`src/sv/clat_pkg.sv`:
```
// Shared types and constants for the clamped table-lookup arctangent unit.
// Used by every module of the unit; depends on nothing.
package clat_pkg;

    // Table geometry
    localparam int SAMPLES = 256;
    localparam int ADDR_W  = $clog2(SAMPLES + 1);

    // Field widths
    localparam int X_W     = 24;
    localparam int V_W     = 18;
    localparam int STEP_W  = 24;
    localparam int EIDX_W  = 9;
    localparam int FRAC_W  = 16;
    localparam int POS_W   = X_W + STEP_W;
    localparam int PIDX_W  = POS_W - 2 * FRAC_W;
    localparam int DIFF_W  = V_W + 1;
    localparam int PROD_W  = DIFF_W + FRAC_W + 1;

    // Stream packing
    localparam int IN_DATA_W  = 56;
    localparam int OUT_DATA_W = 24;
    localparam int EIDX_LSB   = 0;
    localparam int EVAL_LSB   = EIDX_LSB + EIDX_W;
    localparam int X_LSB      = EVAL_LSB + V_W;

    // Configuration port
    localparam int CFG_IDX_W  = 2;
    localparam int CFG_DATA_W = 24;

    localparam logic signed [X_W-1:0] LOWER_RESET = -24'sd3276800;
    localparam logic signed [X_W-1:0] UPPER_RESET = 24'sd3276800;
    localparam logic [STEP_W-1:0]     STEP_RESET  = 24'd167117;

    // Queue between front and back
    localparam int QDEPTH = 4;
    localparam int QPTR_W = $clog2(QDEPTH);
    localparam int QCNT_W = $clog2(QDEPTH + 1);

    typedef enum logic [CFG_IDX_W-1:0] {
        REG_LOWER_LIMIT  = 2'd0,
        REG_UPPER_LIMIT  = 2'd1,
        REG_STEP_INVERSE = 2'd2
    } t_cfg_reg;

    typedef enum logic {
        MODE_LOAD = 1'b0,
        MODE_EVAL = 1'b1
    } t_mode;

    // One classified item as it travels from front to back
    typedef struct packed {
        t_mode                    mode;
        logic                     last;
        logic [X_W-1:0]           offset;
        logic [EIDX_W-1:0]        eidx;
        logic signed [V_W-1:0]    evalue;
    } t_work;

endpackage

```
`src/sv/clat_queue.sv`:
```
// Short item queue that decouples the front end from the back end.
// Depends on clat_pkg.
module clat_queue (
    input  logic            i_clk,
    input  logic            i_rst_n,
    input  logic            i_push_valid,
    output logic            o_push_ready,
    input  clat_pkg::t_work i_push_work,
    output logic            o_pop_valid,
    input  logic            i_pop_ready,
    output clat_pkg::t_work o_pop_work
);
    import clat_pkg::*;

    t_work             r_slot [0:QDEPTH-1];
    logic [QPTR_W-1:0] r_wr_ptr;
    logic [QPTR_W-1:0] r_rd_ptr;
    logic [QCNT_W-1:0] r_count;
    logic              push;
    logic              pop;

    assign o_push_ready = (r_count != QCNT_W'(QDEPTH));
    assign o_pop_valid  = (r_count != '0);
    assign o_pop_work   = r_slot[r_rd_ptr];
    assign push         = i_push_valid && o_push_ready;
    assign pop          = o_pop_valid && i_pop_ready;

    // Advance pointers and fill count
    always_ff @(posedge i_clk) begin
        if (!i_rst_n) begin
            r_wr_ptr <= '0;
            r_rd_ptr <= '0;
            r_count  <= '0;
        end else begin
            if (push) begin
                r_wr_ptr <= r_wr_ptr + 1'b1;
            end
            if (pop) begin
                r_rd_ptr <= r_rd_ptr + 1'b1;
            end
            case ({push, pop})
                2'b10:   r_count <= r_count + 1'b1;
                2'b01:   r_count <= r_count - 1'b1;
                default: r_count <= r_count;
            endcase
        end
    end

    always_ff @(posedge i_clk) begin
        if (push) begin
            r_slot[r_wr_ptr] <= i_push_work;
        end
    end

endmodule

```
`config.mk`:
```
export PLATFORM = sky130hd
export DESIGN_NAME = clat_queue
export DESIGN_NICKNAME = d
export VERILOG_FILES = /design/src/sv/clat_pkg.sv /design/src/sv/clat_queue.sv
export SDC_FILE = /design/constraint.sdc
export NUM_CORES = 1
export LEC_CHECK = 0
export ABC_CLOCK_PERIOD_IN_PS = 2900
export BUFFER_PORTS_ARGS = -buffer_cell sky130_fd_sc_hd__buf_2
export CELL_PAD_IN_SITES_DETAIL_PLACEMENT = 1
export CELL_PAD_IN_SITES_GLOBAL_PLACEMENT = 2
export CORE_ASPECT_RATIO = 1.75
export CORE_MARGIN = 2
export CORE_UTILIZATION = 25
export CTS_CLUSTER_SIZE = 16
export DETAILED_ROUTE_END_ITERATION = 7
export PLACE_DENSITY_LB_ADDON = 0.1
export SKIP_CTS_REPAIR_TIMING = 1
export SLEW_MARGIN = 20
export SYNTH_ARGS = -nofsm -noshare
export SYNTH_HDL_FRONTEND = slang
export SYNTH_SLANG_ARGS = --single-unit
```
`constraint.sdc`:
```
create_clock -name i_clk -period 2.9 [get_ports i_clk]
set_input_delay 0.145 -clock i_clk [delete_from_list [all_inputs] [get_ports i_clk]]
set_output_delay 0.145 -clock i_clk [all_outputs]
set_load 0.02 [all_outputs]
```
==> run_results.csv <==
group,metric,value,unit
cts,worstSkewPairLatency,0.50,ns
outcome,outcome,"finished clean",
timing,hold_ws,0.111,ns
timing,setup_viol_count_final,0,
timing,worst_slew_margin_rel,68.7,%
grt,grt_pass1_wl,27.0,mm
synthesis,synth.distinct_cells,24,
final_layout,nets,575,
timing,fin_ws,0.477,ns
synthesis,yosysSeqAreaShare,79.9,%
worst_setup_path,r2r_slack,0.78,ns
cts,cts.path.max_buffers,3,
synthesis,synth_area,0.00820,mm^2
pwr,power.total,8890,uW
cts,cts_root_buf,"clkbuf_16",
detailed_routing,routed_wl,18.2,mm
timing,fin_crit_sh,83.5,%
run,cap_violations,0,
synthesis,synth_top_area_share,77.7,%
die,die_y,244,um
worst_setup_path,slowest_delay,0.59,ns
final_layout,syn_to_final_growth,27.2,%
cts,cts_tree,"built",
worst_setup_path,critPathMaxFanout,16,
placed_design,place.gp.congestion,0.656,
worst_setup_path,crit_chain,"buf_4, mux4_2, buf_2",
grt,grt-ovfl-total,0,
timing,max_freq,0.413,GHz
worst_setup_path,startpoint_type,"register",
timing,worst_slew_pin_slew,0.470,ns
grt,grt_antenna_before_repair,0,
cts,h-tree-depth,1,
die,coreArea,0.0322,mm^2
detailed_routing,vias,3877,
die,die-area,0.0343,mm^2
synthesis,synth_area_leader_cell,"edfxtp_1",
synthesis,postSynthAreaPerCell,24.9,um^2
die,ioPinCount,112,
timing,slew_viol_final,0,
worst_setup_path,end_kind,"output pin",
die,start_util,25.4,%
worst_setup_path,crit_type,"reg -> out",
detailed_routing,ant_nets,0,
placed_design,pre_cts_slack,0.786,ns
pwr,power.density,853,mW/mm^2
detailed_routing,drt-initial-drc-count,113,
grt,grt_pass1_vias,4329,
timing,fin_crit,2.42,ns
placed_design,portBuffers,111,
timing,setup_tns,0,ns
grt,grt_max_degree,54,
synthesis,synthCells,329,
cts,cts-buffers-inserted,22,
cts,cts_sinks,221,
timing,hold_violations,0,
die,num_rows,87,
pwr,p_leak,0.00347,uW
timing,skew,0.00796,ns
detailed_routing,vias_per_cell,4.19,
pwr,ir_drop,416,uV
final_layout,drive_above_1_share,38.1,%
final_layout,n_fill_cell,3247,
worst_setup_path,crit_arrival,2.28,ns
worst_hold_path,hold_class,"in -> reg",
final_layout,diodes,0,
worst_setup_path,crit_slowest_cell,"dfxtp_4",
detailed_routing,wl_per_cell,19.6,um
synthesis,yosys_warnings,0,
detailed_routing,drcViolationCount,0,
timing,rsz0062_at_grt,"false",
detailed_routing,firstDrtPassIters,4,
worst_setup_path,cp_data_required_time,2.76,ns
final_layout,final_core_util,32.3,%
grt,grt_usage,10.7,%
synthesis,synth_fp_nets,392,
die,chipWidth,141,um
synthesis,ys_top_cells_by_area,"edfxtp_1 (78%), mux4_2 (14%), dfxtp_1 (2.2%)",
synthesis,synth-seq-cells,221,
placed_design,place_hpwl,10.9,mm
cts,clkTransAtPathRegs,0.07,ns
==> logic make-up (layout without fill, tap and decap cells) <==
kind of cell	count (synthesis)	after routing	share of synthesized area [%]
buffers and inverters	19	215	2.03
multiplexers	55	55	14.9
AND/OR/NAND/NOR	18	18	1.16
adder cells (fa/ha/maj)	6	6	1.01
AO/OA/AOI/OAI	6	6	0.565
flip-flops	221	221	79.9
XOR/XNOR	4	4	0.427
==> cell type report <==
type                    instances  area (um^2)  area share [%]
well taps                     400          500            4.80
repair buffers                172         1220            11.7
flip-flops and latches        221         6550            62.9
multi-input cells              89         1490            14.3
inverters                       6         22.5           0.216
clock inverters                10         40.0           0.384
clock buffers                  27          591            5.67
==> report_power, final <==
group          switching [uW]  internal [uW]  leakage [uW]
logic                    1300           1010       0.00114
registers                 158           3850       0.00202
clock network            1130           1430      0.000309
==> flip-flops by register name, indices dropped and copies added, names as in the netlist, named ones only <==
name and count:
r_slot 212, r_count 3, r_rd_ptr 2, r_wr_ptr 2
==> layout by cell type, fill, tap and decap left out, types with 3 or more instances in the layout <==
master	n
edfxtp_1	212
buf_2	111
dlygate4sd3_1	54
mux4_2	50
clkbuf_16	23
clkinv_1	8
dfxtp_1	7
inv_1	6
nand2_1	6
buf_12	6
ha_1	5
and2_4	4
clkbuf_1	4
mux4_1	3
xnor2_1	3
and2_1	3
==> final timing paths <==
kind / start / to / cells after the start
max: register / o_pop_work[40] / 3
min: i_push_valid / r_wr_ptr[0]$_SDFFE_PN0P_ / 3
max reg2reg: r_count[1]$_SDFFE_PN0P_ / r_count[2]$_SDFFE_PN0P_ / 9
min reg2reg: r_wr_ptr[0]$_SDFFE_PN0P_ / r_wr_ptr[0]$_SDFFE_PN0P_ / 2
==> layer usage <==
metal / GRT usage [%] / vias up / part of all wire [%]
li1: - / 1745 / -
met1: 11.6 / 2036 / 39
met2: 20.0 / 75 / 55
met3: 2.30 / 21 / 3.9
met4: 4.12 / 0 / 2.8
met5: 0 / - / 0
==> cells in the mapped netlist, drive strengths merged <==
cell type / count
a21boi: 2
and2: 7
buf: 11
clkbuf: 2
dfxtp: 9
edfxtp: 212
fa: 1
ha: 5
inv: 6
mux2i: 2
mux4: 53
nand2: 6
nor2: 1
nor2b: 2
o21ai: 2
o311ai: 1
o31a: 1
or3: 2
xnor2: 3
xor2: 1
==> through the flow <==
step           area, um^2  cells
2_1_floorplan        8200    329
3_3_place_gp         9250    834
3_5_place_dp         9250    834
4_1_cts              9880    871
5_1_grt             10400    925
6_report            10400    925
==> worst max-delay path: cells and delay by family, from the launching register on <==
kind	cells	cell delay (ns)
multiplexers	1	0.59
flip-flops	1	0.59
buffers and inverters	2	0.59
No activity file was read; power rests on OpenSTA's default activity.
