**config.mk**
```make
export PLATFORM = sky130hd
export DESIGN_NAME = clat_front
export DESIGN_NICKNAME = d
export VERILOG_FILES = /design/src/sv/clat_pkg.sv /design/src/sv/clat_front.sv
export SDC_FILE = /design/constraint.sdc
export NUM_CORES = 1
export LEC_CHECK = 0
export BUFFER_PORTS_ARGS = -buffer_cell sky130_fd_sc_hd__buf_2
export CELL_PAD_IN_SITES_DETAIL_PLACEMENT = 0
export CELL_PAD_IN_SITES_GLOBAL_PLACEMENT = 1
export CORE_UTILIZATION = 39
export DETAILED_ROUTE_END_ITERATION = 10
export PLACE_DENSITY = 0.91
export SLEW_MARGIN = 20
export SYNTH_ARGS = -nofsm -noshare
export SYNTH_HDL_FRONTEND = slang
export SYNTH_SLANG_ARGS = --single-unit
```
**constraint.sdc**
```tcl
create_clock -name i_clk -period 10 [get_ports i_clk]
set_input_delay 1.5 -clock i_clk [delete_from_list [all_inputs] [get_ports i_clk]]
set_output_delay 1.5 -clock i_clk [all_outputs]
set_load 0.02 [all_outputs]
```
**src/sv/clat_pkg.sv**
```systemverilog
// Shared types and constants for the clamped table-lookup arctangent unit.
// Used by every module of the unit; depends on nothing.
package clat_pkg;

    // Table geometry
    localparam int SAMPLES = 256;
    localparam int ADDR_W  = $clog2(SAMPLES + 1);

    // Field widths
    localparam int X_W     = 24;
    localparam int V_W     = 18;
    localparam int STEP_W  = 24;
    localparam int EIDX_W  = 9;
    localparam int FRAC_W  = 16;
    localparam int POS_W   = X_W + STEP_W;
    localparam int PIDX_W  = POS_W - 2 * FRAC_W;
    localparam int DIFF_W  = V_W + 1;
    localparam int PROD_W  = DIFF_W + FRAC_W + 1;

    // Stream packing
    localparam int IN_DATA_W  = 56;
    localparam int OUT_DATA_W = 24;
    localparam int EIDX_LSB   = 0;
    localparam int EVAL_LSB   = EIDX_LSB + EIDX_W;
    localparam int X_LSB      = EVAL_LSB + V_W;

    // Configuration port
    localparam int CFG_IDX_W  = 2;
    localparam int CFG_DATA_W = 24;

    localparam logic signed [X_W-1:0] LOWER_RESET = -24'sd3276800;
    localparam logic signed [X_W-1:0] UPPER_RESET = 24'sd3276800;
    localparam logic [STEP_W-1:0]     STEP_RESET  = 24'd167117;

    // Queue between front and back
    localparam int QDEPTH = 4;
    localparam int QPTR_W = $clog2(QDEPTH);
    localparam int QCNT_W = $clog2(QDEPTH + 1);

    typedef enum logic [CFG_IDX_W-1:0] {
        REG_LOWER_LIMIT  = 2'd0,
        REG_UPPER_LIMIT  = 2'd1,
        REG_STEP_INVERSE = 2'd2
    } t_cfg_reg;

    typedef enum logic {
        MODE_LOAD = 1'b0,
        MODE_EVAL = 1'b1
    } t_mode;

    // One classified item as it travels from front to back
    typedef struct packed {
        t_mode                    mode;
        logic                     last;
        logic [X_W-1:0]           offset;
        logic [EIDX_W-1:0]        eidx;
        logic signed [V_W-1:0]    evalue;
    } t_work;

endpackage

```
**src/sv/clat_front.sv**
```systemverilog
// Front end: accepts stream items, clamps the argument and forms the table offset.
// Depends on clat_pkg.
module clat_front (
    input  logic                           i_clk,
    input  logic                           i_rst_n,
    input  logic                           i_s_tvalid,
    output logic                           o_s_tready,
    input  logic [clat_pkg::IN_DATA_W-1:0] i_s_tdata,
    input  logic                           i_s_tuser,
    input  logic                           i_s_tlast,
    input  logic signed [clat_pkg::X_W-1:0] i_lower,
    input  logic signed [clat_pkg::X_W-1:0] i_upper,
    output logic                           o_push_valid,
    input  logic                           i_push_ready,
    output clat_pkg::t_work                o_push_work
);
    import clat_pkg::*;

    logic                  r_valid;
    t_work                 r_work;
    t_work                 n_work;
    logic                  accept;
    logic signed [X_W-1:0] x_in;
    logic signed [X_W-1:0] x_floor;
    logic signed [X_W-1:0] x_clamp;
    logic signed [X_W:0]   diff;

    assign o_s_tready   = !r_valid || i_push_ready;
    assign accept       = i_s_tvalid && o_s_tready;
    assign o_push_valid = r_valid;
    assign o_push_work  = r_work;

    // Clamp floor first, then ceiling, and saturate a negative offset to zero
    always_comb begin
        x_in    = signed'(i_s_tdata[X_LSB +: X_W]);
        x_floor = (x_in < i_lower) ? i_lower : x_in;
        x_clamp = (x_floor > i_upper) ? i_upper : x_floor;
        diff    = {x_clamp[X_W-1], x_clamp} - {i_lower[X_W-1], i_lower};
        n_work.mode   = t_mode'(i_s_tuser);
        n_work.last   = i_s_tlast;
        n_work.offset = diff[X_W] ? '0 : diff[X_W-1:0];
        n_work.eidx   = i_s_tdata[EIDX_LSB +: EIDX_W];
        n_work.evalue = signed'(i_s_tdata[EVAL_LSB +: V_W]);
    end

    // Hold the item until the queue takes it
    always_ff @(posedge i_clk) begin
        if (!i_rst_n) begin
            r_valid <= 1'b0;
        end else if (accept) begin
            r_valid <= 1'b1;
        end else if (i_push_ready) begin
            r_valid <= 1'b0;
        end
    end

    always_ff @(posedge i_clk) begin
        if (accept) begin
            r_work <= n_work;
        end
    end

endmodule

```
==> results of run 1 <==
[kinds of logic after synthesis]
| group | count (synthesis) |
|---|---|
| AO/OA/AOI/OAI | 206 |
| XOR/XNOR | 15 |
| adder cells (fa/ha/maj) | 72 |
| buffers and inverters | 101 |
| flip-flops | 54 |
| multiplexers | 3 |
| AND/OR/NAND/NOR | 207 |
[metrics by stage]
step	total power [uW]	area (um^2)
floorplan	851	5630
global placement	1030	6580
detailed placement	1030	6580
CTS	1250	6770
global route	1340	6770
finish	1250	6770
[worst max path at each step]
stage / to / slack [ns]
4_1_cts: o_push_work[31] / 1.33
6_report: o_push_work[39] / 1.24
3_3_place_gp: o_push_work[31] / 1.11
2_1_floorplan: o_push_work[48] / 2.40
5_1_grt: o_push_work[31] / 0.78
3_5_place_dp: o_push_work[31] / 1.03
[registers in the layout, summed over array words and instances (netlist names)]
signal,cells
o_push_work,53
o_push_valid,1
[cell usage after synthesis, types with 2 or more instances]
| cell | count |
|---|---|
| o211a_1 | 2 |
| a2111oi_0 | 2 |
| nor3b_1 | 2 |
| nand4_1 | 9 |
| and3_1 | 6 |
| clkbuf_1 | 30 |
| xnor2_1 | 6 |
| o31a_1 | 23 |
| nor2_1 | 40 |
| o21ai_1 | 5 |
| o21ai_0 | 12 |
| buf_6 | 5 |
| a21oi_1 | 27 |
| a211o_1 | 5 |
| a211oi_1 | 6 |
| o2bb2ai_1 | 2 |
| a21o_1 | 21 |
| nand2_1 | 39 |
| a21boi_0 | 2 |
| a2111oi_2 | 3 |
| ha_1 | 71 |
| a31oi_1 | 50 |
| o211ai_1 | 28 |
| mux2i_1 | 2 |
| o221a_2 | 2 |
| a21oi_2 | 2 |
| and4_1 | 3 |
| inv_1 | 60 |
| o21a_1 | 2 |
| buf_2 | 6 |
| and2_1 | 2 |
| edfxtp_1 | 53 |
| nor3_1 | 33 |
| xor2_1 | 9 |
| nand3_1 | 28 |
| nor2b_1 | 8 |
| or3_1 | 3 |
| nor4_1 | 24 |
| o21bai_1 | 3 |
| nand2b_1 | 3 |
[power breakdown]
part	internal [uW]	total, uW	switching, uW
clock network	142	211	68.6
registers	307	315	8.09
logic	282	720	438
[final cells by class]
class                   instances  area (um^2)
fillers                      1356         7220
multi-input cells             503         3600
inverters                      60          225
repair buffers                172          918
flip-flops and latches         54         1610
clock inverters                 3         63.8
well taps                     180          225
clock buffers                   5          125
[layer usage]
layer / track usage / wire length (um)
met1: 0.300 / 7470
met2: 0.319 / 6630
met3: 0.0225 / 1250
met4: 0.0465 / 125
met5: 0 / 0
[worst min-delay path: cells and delay by family, from the launching register on]
family / cells / cell delay (ns)
DFF: 1 / 0.31
AOI/OAI and AO/OA: 1 / 0.10
and+or+nand+nor: 1 / 0.10
==> flow_metrics.tcl, run 1 <==
set metrics [dict create \
    status "finished clean" \
    r2r-end "o_push_work[35]" \
    async_flop_share 0 \
    gp_congestion 0.911 \
    yosys.area_share.simple 0.186 \
    worstSetupEndpointType "register" \
    fin_worst_skew_ns 0.00213 \
    crit_family "compound AO/OA/AOI/OAI gates" \
    syn_area_um2 5630 \
    cts_setup_buffers 0 \
    wire_per_inst_um 15.8 \
    finalSetupTns_ns 0 \
    worstSetupStartpoint "i_lower[23]" \
    port_buffers 159 \
    critPathMaxFanout 26 \
    synth_top_area_share 0.283 \
    synthMuxAreaShare 0.00556 \
    start_util 0.403 \
    hpwl_mm 12.8 \
    grt-ovfl-total 0 \
    setup_violations 0 \
    syn_nets 840 \
    worstPathArrival_ns 8.80 \
    tightest_slew_ns 0.707 \
    critPathMaxStageDelay_ns 0.59 \
    die_w_um 122 \
    layout.nets 978 \
    synth_cell_types 59 \
    power_density_nw_per_um2 184 \
    final_core_util 0.484 \
    rsz0062_at_grt "false" \
    cts_sinks 54 \
    cts-root-buf "clkbuf_16" \
    totalWireLength_mm 15.5 \
    leakage_uw 0.00314 \
    min_path_type "register to register" \
    final_cell_mix "buf_2, ha_1, inv_1, edfxtp_1, a31oi_1" \
    dieArea_um2 14900 \
    synth-edff-count 53 \
    insertedDiodeCount 0 \
    setup_ws_ns 1.24 \
    rows 43 \
    ioPinCount 165 \
    ant_nets 0 \
    worstHoldEndpoint "o_push_valid" \
    syn_inst 658 \
    layout_min_cycle_time_ns 8.76 \
    layout-drive-gt1-share 0.245 \
    grt_max_degree 54 \
    r2r_cells 2 \
    hold_viol 0 \
    cap_viol_max_count 0 \
    cts_tree "done" \
    maxSlewHeadroom 0.529 \
    final_common_cell "buf_2" \
    clk_path_buf_depth 2 \
    cp.buffers_inverters 5 \
    grt_pass1_wl_mm 24.4 \
    grt_pass1_vias 4937 \
    synth_xor_xnor_area_share 0.0233 \
    finalCritPeriodShare 0.876 \
    netlist_top_cells_area "edfxtp_1, ha_1, a31oi_1" \
    r2r_slack_ns 8.61 \
    grt_usage 0.204 \
    synth_top_family_by_area "compound AO/OA/AOI/OAI gates" \
    holdWs_ns 0.556 \
    hold_depth 2 \
    critPathSlowestCell "ha_1" \
    ys_seq_area_frac 0.286 \
    crit_cells 28 \
    crit_type "primary input to register" \
    synth_compound_area_frac 0.262 \
    dp.cells 969 \
    cts_inserted_buffers 5 \
    yosys.area_share.adder 0.161 \
    syn_avg_cell_area_um2 8.56 \
    final_max_slew_viol_count 0 \
    insertion_delay_ns 0.28 \
    crit_path_start_kind "primary input" \
    coreArea_um2 14000 \
    ys.flop_type "edfxtp_1" \
    path_clk_slew_ns 0.06 \
    grt_antenna_before_repair 0 \
    die_h_um 122 \
    htree_levels 2 \
    critPathRequiredTime_ns 10.03 \
    via_per_inst 5.66 \
    areaGrowthSynthToFinish_pct 20.2 \
    holdCritStartpoint "o_push_valid" \
    synth_seq_cells 54 \
    r2r_start "o_push_valid" \
    drtIter0Drc 440 \
    routed-via-count 5530 \
    pre_cts_ws_ns 1.03 \
    final_cells 977 \
    peakVddDrop_uv 75.8 \
    timing.fmax_mhz 114 \
    ys.warnings.count 0 \
    hold_buffers 0 \
    drc_errors 0 \
    synth_top_cell_by_area "edfxtp_1" \
    dr.pass1.iters 9 \
    ctsResizeCount 0 \
]
(Power assumes the default switching activity.)
==> run 2, diff against run 1 <==
--- a/config.mk
+++ b/config.mk
@@ -8,9 +8,11 @@
 export BUFFER_PORTS_ARGS = -buffer_cell sky130_fd_sc_hd__buf_2
 export CELL_PAD_IN_SITES_DETAIL_PLACEMENT = 0
 export CELL_PAD_IN_SITES_GLOBAL_PLACEMENT = 1
+export CORE_MARGIN = 3
 export CORE_UTILIZATION = 39
 export DETAILED_ROUTE_END_ITERATION = 10
 export PLACE_DENSITY = 0.91
+export RECOVER_POWER = 25
 export SLEW_MARGIN = 20
 export SYNTH_ARGS = -nofsm -noshare
 export SYNTH_HDL_FRONTEND = slang
==> run 2 against run 1 <==
Sequential cell count stayed put. Cell area is 0.94% lower. Total power is 4.7% lower. Global-route usage is 1.6 points lower. Critical path depth is 1 higher. Non-clock buffer count is 3 higher. Setup slack worse by 0.030 ns. Register-to-register slack hardly changed. Utilization is 0.46 points lower. Critical path type unchanged. Critical endpoint is now o_push_work[38].
==> flow_metrics.tcl, run 2 (synthesized netlist as in run 1, its figures left out) <==
set metrics [dict create \
    critPathSlowestCell "ha_1" \
    drtIter0Drc 328 \
    grt_usage 0.189 \
    hold_viol 0 \
    final_common_cell "buf_2" \
    final_max_slew_viol_count 0 \
    dieArea_um2 15900 \
    finalSetupTns_ns 0 \
    fin_worst_skew_ns 0.00287 \
    setup_violations 0 \
    hpwl_mm 13.1 \
    layout_min_cycle_time_ns 8.79 \
    path_clk_slew_ns 0.06 \
    pre_cts_ws_ns 0.911 \
    critPathMaxFanout 35 \
    areaGrowthSynthToFinish_pct 19.1 \
    cts_inserted_buffers 5 \
    grt_antenna_before_repair 0 \
    rows 43 \
    htree_levels 2 \
    leakage_uw 0.00309 \
    timing.fmax_mhz 114 \
    critPathMaxStageDelay_ns 0.63 \
    start_util 0.403 \
    peakVddDrop_uv 69.7 \
    drc_errors 0 \
    p_total_uw 1190 \
    port_buffers 159 \
    wire_per_inst_um 16.1 \
    totalWireLength_mm 15.8 \
    hold_buffers 0 \
    layout.nets 981 \
    cpMostUsedCell "ha_1" \
    cap_viol_max_count 0 \
    largest_register_ffs 53 \
    die_w_um 126 \
    cts_tree "done" \
    grt_max_degree 54 \
    layout-drive-gt1-share 0.234 \
    final_cell_mix "buf_2, ha_1, inv_1, edfxtp_1, a31oi_1" \
    routed-via-count 5463 \
    grt-ovfl-total 0 \
    min_path_type "register to register" \
    dr.pass1.iters 5 \
    critPathRequiredTime_ns 10.03 \
    crit_type "primary input to register" \
    status "finished clean" \
    cts-root-buf "clkbuf_16" \
    cts_sinks 54 \
    grt_pass1_vias 4960 \
    coreArea_um2 14000 \
    ioPinCount 165 \
    tightest_slew_ns 0.766 \
    worstSetupEndpointType "register" \
    finalCritPeriodShare 0.879 \
    ctsResizeCount 0 \
    gp_congestion 0.905 \
    grt_pass1_wl_mm 25.0 \
    die_h_um 126 \
    clk_path_buf_depth 2 \
    holdWs_ns 0.553 \
    insertion_delay_ns 0.28 \
    worstPathArrival_ns 8.83 \
    insertedDiodeCount 0 \
    power_density_nw_per_um2 177 \
    maxSlewHeadroom 0.488 \
    cts_setup_buffers 0 \
    crit_path_start_kind "primary input" \
    setup_ws_ns 1.21 \
    rsz0062_at_grt "false" \
    ant_nets 0 \
    via_per_inst 5.57 \
]
run 2: worst max-delay path, delay by kind of cell:
| kind | cells | cell delay [ns] |
|---|---|---|
| AO/OA/AOI/OAI | 11 | 2.66 |
| adder cells (fa/ha/maj) | 4 | 1.63 |
| AND/OR/NAND/NOR | 9 | 2.04 |
| buffers and inverters | 5 | 0.95 |
run 2: through the flow:
step,area [um^2],std cells,util
6_report,6700,980,0.479
3_5_place_dp,6580,972,0.470
5_1_grt,6700,980,0.479
4_1_cts,6720,980,0.480
3_3_place_gp,6580,972,0.470
2_1_floorplan,5630,658,-
run 2: layout make-up:
| type | count | area [um^2] |
|---|---|---|
| clock buffer | 5 | 125 |
| clock inverter | 3 | 16.3 |
| fill | 1412 | 7280 |
| inverter | 60 | 225 |
| multi-input combinational | 503 | 3600 |
| sequential | 54 | 1610 |
| tap | 180 | 225 |
| timing repair buffer | 175 | 902 |
run 2: power by group:
group | internal, uW | switching [uW] | leakage, uW
Combinational | 276 | 436 | 0.00250
Clock | 91.2 | 68.8 | 0.0000672
Sequential | 307 | 8.06 | 0.000528
Total | 674 | 513 | 0.00309
run 2: per-layer routing:
layer / up-vias / wire (um) / part of all wire / track usage
met1: 2435 / 7880 / 0.50 / 0.281
met3: 13 / 1060 / 0.067 / 0.0229
met2: 212 / 6650 / 0.42 / 0.295
met4: 0 / 174 / 0.011 / 0.0366
li1: 2803 / - / - / -
met5: - / 0 / 0 / 0
run 2: worst paths after layout:
| check | startpoint | endpoint | slack [ns] | depth (start not counted) |
|---|---|---|---|---|
| worst max-delay path | i_lower[23] | o_push_work[38] | 1.21 | 29 |
| worst min-delay path | o_push_valid | o_push_valid | 0.55 | 2 |
| worst max register to register | o_push_valid | o_push_work[35] | 8.61 | 2 |
| worst min register to register | o_push_valid | o_push_valid | 0.55 | 2 |
